## src/rtl/core/bba_pkg.sv

```systemverilog
// Package for the buddy block allocator: sizes, table entry layout,
// controller states and datapath operation codes. No dependencies.
`default_nettype none

package bba_pkg;

   localparam int POOL_ORDER = 20;
   localparam int MIN_ORDER  = 6;
   localparam int GRAN_W     = POOL_ORDER - MIN_ORDER;   // granule index width
   localparam int ORD_W      = 5;
   localparam int ENT_W      = 7;
   localparam int CNT_W      = 15;
   localparam int ADDR_W     = 20;
   localparam int SIZE_W     = 21;
   localparam int CFG_W      = 6;

   localparam logic [1:0] CMD_ALLOC   = 2'd0;
   localparam logic [1:0] CMD_FREE    = 2'd1;
   localparam logic [1:0] CMD_RESTART = 2'd2;

   localparam logic [1:0] REG_POOL_SIZE      = 2'd0;
   localparam logic [1:0] REG_OVERHEAD_BYTES = 2'd1;
   localparam logic [1:0] REG_PAYLOAD_OFFSET = 2'd2;

   // entry tags: bit 6 block start, bit 5 allocated
   localparam logic [1:0] TAG_FREE  = 2'b10;
   localparam logic [1:0] TAG_ALLOC = 2'b11;

   typedef enum logic [3:0] {
      S_CLR, S_LAY, S_IDLE, S_A_RD, S_A_EV, S_A_END, S_A_SPLIT,
      S_F_RD, S_F_EV, S_F_BRD, S_F_BEV, S_F_MRG, S_RESP
   } state_type;

   typedef enum logic [3:0] {
      OP_NONE, OP_CLR, OP_LAY, OP_LOAD, OP_SCAN_RD, OP_SCAN_EV, OP_SPLIT,
      OP_ALLOC_WR, OP_FREE_RD, OP_FREE_WR, OP_BUD_RD, OP_BUD_ZERO, OP_BUD_MRG
   } op_type;

   typedef struct packed {
      logic clr_last;
      logic lay_last;
      logic want_ok;
      logic scan_end;
      logic hit;
      logic split_done;
      logic free_addr_ok;
      logic free_ent_ok;
      logic top_order;
      logic bud_match;
   } status_type;

endpackage

`default_nettype wire

```

## src/rtl/core/bba_ctrl.sv

```systemverilog
// Controller state machine of the buddy allocator: sequences clear, layout,
// alloc scan/split and free/merge. Depends on bba_pkg.
`default_nettype none

module bba_ctrl (
   input  wire logic               clock,
   input  wire logic               reset,
   input  wire logic               req_fire,
   input  wire logic [1:0]         req_cmd,
   input  wire bba_pkg::status_type stat,
   input  wire logic               rsp_free,
   output bba_pkg::op_type         op,
   output logic                    idle,
   output logic                    rsp_load,
   output logic                    rsp_ok
);
   import bba_pkg::*;

   state_type state_ff, state_in;
   logic      ok_ff, ok_in;
   logic      respond_ff, respond_in;

   always_ff @(posedge clock) begin
      if (reset) begin
         state_ff   <= S_CLR;
         ok_ff      <= 1'b0;
         respond_ff <= 1'b0;
      end else begin
         state_ff   <= state_in;
         ok_ff      <= ok_in;
         respond_ff <= respond_in;
      end
   end

   always_comb begin
      state_in   = state_ff;
      ok_in      = ok_ff;
      respond_in = respond_ff;
      op         = OP_NONE;
      idle       = 1'b0;
      rsp_load   = 1'b0;
      unique case (state_ff)
         S_CLR: begin
            op = OP_CLR;
            if (stat.clr_last) state_in = S_LAY;
         end
         S_LAY: begin
            op = OP_LAY;
            if (stat.lay_last) begin
               ok_in    = 1'b1;
               state_in = respond_ff ? S_RESP : S_IDLE;
            end
         end
         S_IDLE: begin
            idle = 1'b1;
            if (req_fire) begin
               op = OP_LOAD;
               ok_in = 1'b0;
               unique case (req_cmd)
                  CMD_ALLOC:   state_in = S_A_RD;
                  CMD_FREE:    state_in = S_F_RD;
                  CMD_RESTART: begin
                     respond_in = 1'b1;
                     state_in   = S_CLR;
                  end
                  default:     state_in = S_RESP;
               endcase
            end
         end
         S_A_RD: begin
            if (!stat.want_ok) state_in = S_RESP;
            else begin
               op = OP_SCAN_RD;
               state_in = S_A_EV;
            end
         end
         S_A_EV: begin
            op = OP_SCAN_EV;
            state_in = stat.scan_end ? S_A_END : S_A_RD;
         end
         S_A_END: begin
            state_in = stat.hit ? S_A_SPLIT : S_RESP;
         end
         S_A_SPLIT: begin
            if (stat.split_done) begin
               op = OP_ALLOC_WR;
               ok_in = 1'b1;
               state_in = S_RESP;
            end else begin
               op = OP_SPLIT;
            end
         end
         S_F_RD: begin
            if (!stat.free_addr_ok) state_in = S_RESP;
            else begin
               op = OP_FREE_RD;
               state_in = S_F_EV;
            end
         end
         S_F_EV: begin
            if (!stat.free_ent_ok) state_in = S_RESP;
            else begin
               op = OP_FREE_WR;
               ok_in = 1'b1;
               state_in = S_F_BRD;
            end
         end
         S_F_BRD: begin
            if (stat.top_order) state_in = S_RESP;
            else begin
               op = OP_BUD_RD;
               state_in = S_F_BEV;
            end
         end
         S_F_BEV: begin
            if (stat.bud_match) begin
               op = OP_BUD_ZERO;
               state_in = S_F_MRG;
            end else begin
               state_in = S_RESP;
            end
         end
         S_F_MRG: begin
            op = OP_BUD_MRG;
            state_in = S_F_BRD;
         end
         S_RESP: begin
            if (rsp_free) begin
               rsp_load   = 1'b1;
               respond_in = 1'b0;
               state_in   = S_IDLE;
            end
         end
         default: state_in = S_IDLE;
      endcase
   end

   assign rsp_ok = ok_ff;

endmodule

`default_nettype wire

```

## config.mk

```make
export PLATFORM = sky130hd
export DESIGN_NAME = bba_ctrl
export DESIGN_NICKNAME = d
export VERILOG_FILES = /design/src/rtl/core/bba_pkg.sv /design/src/rtl/core/bba_ctrl.sv
export SDC_FILE = /design/constraint.sdc
export NUM_CORES = 1
export LEC_CHECK = 0
export ABC_AREA = 0
export BUFFER_PORTS_ARGS = -buffer_cell sky130_fd_sc_hd__buf_4
export CAP_MARGIN = 5
export CORE_MARGIN = 2
export CORE_UTILIZATION = 45
export DETAILED_ROUTE_END_ITERATION = 6
export PLACE_DENSITY = 0.7
export SYNTH_ARGS = -nofsm -noshare
export SYNTH_HDL_FRONTEND = slang
export SYNTH_SLANG_ARGS = --single-unit
```

## constraint.sdc

```tcl
create_clock -name clock -period 1.74 [get_ports clock]
set_input_delay 0.348 -clock clock [delete_from_list [all_inputs] [get_ports clock]]
set_output_delay 0.348 -clock clock [all_outputs]
set_load 0.05 [all_outputs]
```

==> run metrics <==
sequential area share after synthesis=0.143; Comb pwr share=0.786; critical path data required time=1.39 ns; CTS clock-pin slew for the worst setup and hold paths=0.05 ns; DR vias/cell=6.32; Core Footprint=0.00175 mm²; Clock Skew=0.00558 ns; post-route ant nets=0; final worst-path cycle share=1.06; synth unique cells=46; critical path class=reg2out; Layout Utilization=0.711; Worst setup startpoint=state_ff[2]; Clock Power Share=0.076; CTS Buf Count=3; global-route wire length before repair=4350 µm; design area=0.00124 mm²; # fillers=141; Switch Pwr=0.916 mW; Cells after Synth=105; # IOs=23; GRT overflow=0; gpl congestion=0.924; endpoints failing hold=0; total nets after synthesis=121; Hold WC Path Type=in2reg; FP Rows=15; Slew HR=0.791; 1st-iter DRT viols=18; worst endpoint data arrival time=1.50 ns; cell-internal power=0.969 mW; failing checks=setup timing; Power Density=1520 mW/mm²; Seq pwr share=0.138; clock latency on the worst-skew pair=0.26 ns; reg-to-reg startpoint=state_ff[2]; WL/cell=16.5 µm; final max-slew violation count=0; Root Driver=clkbuf_4; Area growth, synth to finish=48.3%; post-synth design cell area=837 µm²; commonest non-fill, non-tap cell in the layout=buf_4; crit path cell chain=and2b_1 > and4_1 > or3_4 > buf_8; share of layout cells above drive strength 1=0.475; die area=0.00222 mm²; Worst Hold Launch=reset; ANT cells=0; CP Capture Type=output pin; synth warn=0; Die Width=47.1 µm; commonest cells after routing, fill and taps aside=buf_4, buf_6, nand2_1, inv_1, nand2b_1; Async SR Flop Fraction=0; worst reg-to-reg path cell count=6; clock sinks=6; startpoint types=flip-flop; RSZ-0062 raised after global routing=yes; Maximum Capacitance Violations=0; EDFF count, synth=0; CP peak stage delay=0.37 ns; Pre-antenna DRT Iters=4; DR DRC count=0; CTS tree=yes; Initial Utilization=0.480; Post-synth top flop=dfxtp_1; Hold Buf Count CTS=0; vias in the first global route=987; Syn Area/Cell=7.97 µm²; Slew @ Worst Pin=0.312 ns; synthesized flop and latch total=6; CTS HTree Levels=1; fin crit period=1.85 ns; TNS Setup=-0.159 ns; nets=157; leak pwr=0.487 nW; worst IR drop on VDD=0.845 mV; final setup vio count=3; status=complete, but fails checks; switching share of total power=0.486; Detailed Route WL=2710 µm; CTS Buffer Depth=2; Worst Setup Slack, final=-0.111 ns; share of the synthesized area in the top cell type=0.143; fmax=0.540 GHz; slowest CP cell=dfxtp_4; routed via count=1036; worst hold stages=2; global-route total usage across every layer=0.278; post-DP HPWL=1990 µm; Area after DPL=0.00110 mm²; Max Fanout on Critical Path=3; most area-consuming cells after synthesis=dfxtp_1, buf_6, nor4b_2, nand2b_1, o21ai_0; Die H=47.1 µm; largest net degree at the start of global routing=12; Synth area leader=dfxtp_1; initial antenna violation count=0; # port buffers=22
what timing repair did:
action                     in CTS  in global routing
gates resized for setup        20                  7
buffers inserted                6                  0
setup endpoints to repair       6                  6
pin swaps                       5                  5
routing by layer:
layer / share of wire / GRT usage / vias to the layer above
met1: 0.40 / 0.357 / 489
met3: 0.082 / 0.0577 / 8
met5: 0 / 0 / -
li1: - / - / 480
met2: 0.49 / 0.458 / 59
met4: 0.022 / 0.106 / 0
sequential cells by signal, summed over array words and instances (netlist names):
name	count
respond_ff	1
rsp_ok	1
state_ff	4
cell usage after synthesis, types with 3 or more instances:
cell type	count
buf_2	4
a21oi_1	4
nor2_1	3
nor3_1	4
buf_6	4
dfxtp_1	6
inv_1	5
nand2b_1	6
a211oi_1	4
nand2_1	8
nor4b_2	3
o22ai_1	3
nor2b_1	3
o21ai_0	6
critical path: cells and delay by family (launching register included):
family | cells | cell delay (ns)
flops | 1 | 0.37
simple gates | 3 | 0.72
buf+inv | 1 | 0.16
power groups by stage:
stage                     Clock (mW)  Sequential, mW  Combinational, mW
after global routing           0.156           0.264               1.57
after detailed placement           0           0.234               1.27
final                          0.143           0.260               1.48
after CTS                      0.142           0.249               1.43
after floorplan                    0           0.238              0.907
after global placement             0           0.232               1.26
stage by stage:
step	cells	worst slack, ns	power (mW)	hold WS (ns)
5_1_grt	164	-0.164	1.99	0.294
4_1_cts	164	-0.104	1.82	0.297
2_1_floorplan	105	-0.0936	1.15	0.413
3_3_place_gp	156	0.0831	1.49	0.515
3_5_place_dp	156	0.0479	1.50	0.516
6_report	164	-0.111	1.88	0.298
path summary, 6_finish.rpt:
path	end	slack, ns
worst max-delay path	op[0]	-0.11
worst min-delay path	state_ff[3]	0.30
worst max register to register	state_ff[1]	0.12
worst min register to register	rsp_ok	0.53
cell type report:
type	count	area, µm²	share of cell area
clock buffer	3	22.5	0.0181
inverter	5	18.8	0.0151
sequential	6	133	0.107
multi-input combinational	85	674	0.543
tap	25	31.3	0.0252
timing repair buffer	40	362	0.291
cell families after synthesis:
logic type / share of synthesized area
flops: 0.144
simple gates: 0.387
mux: 0.0120
buf+inv: 0.109
compound gates: 0.348
Power figures use the tool's default switching activity.
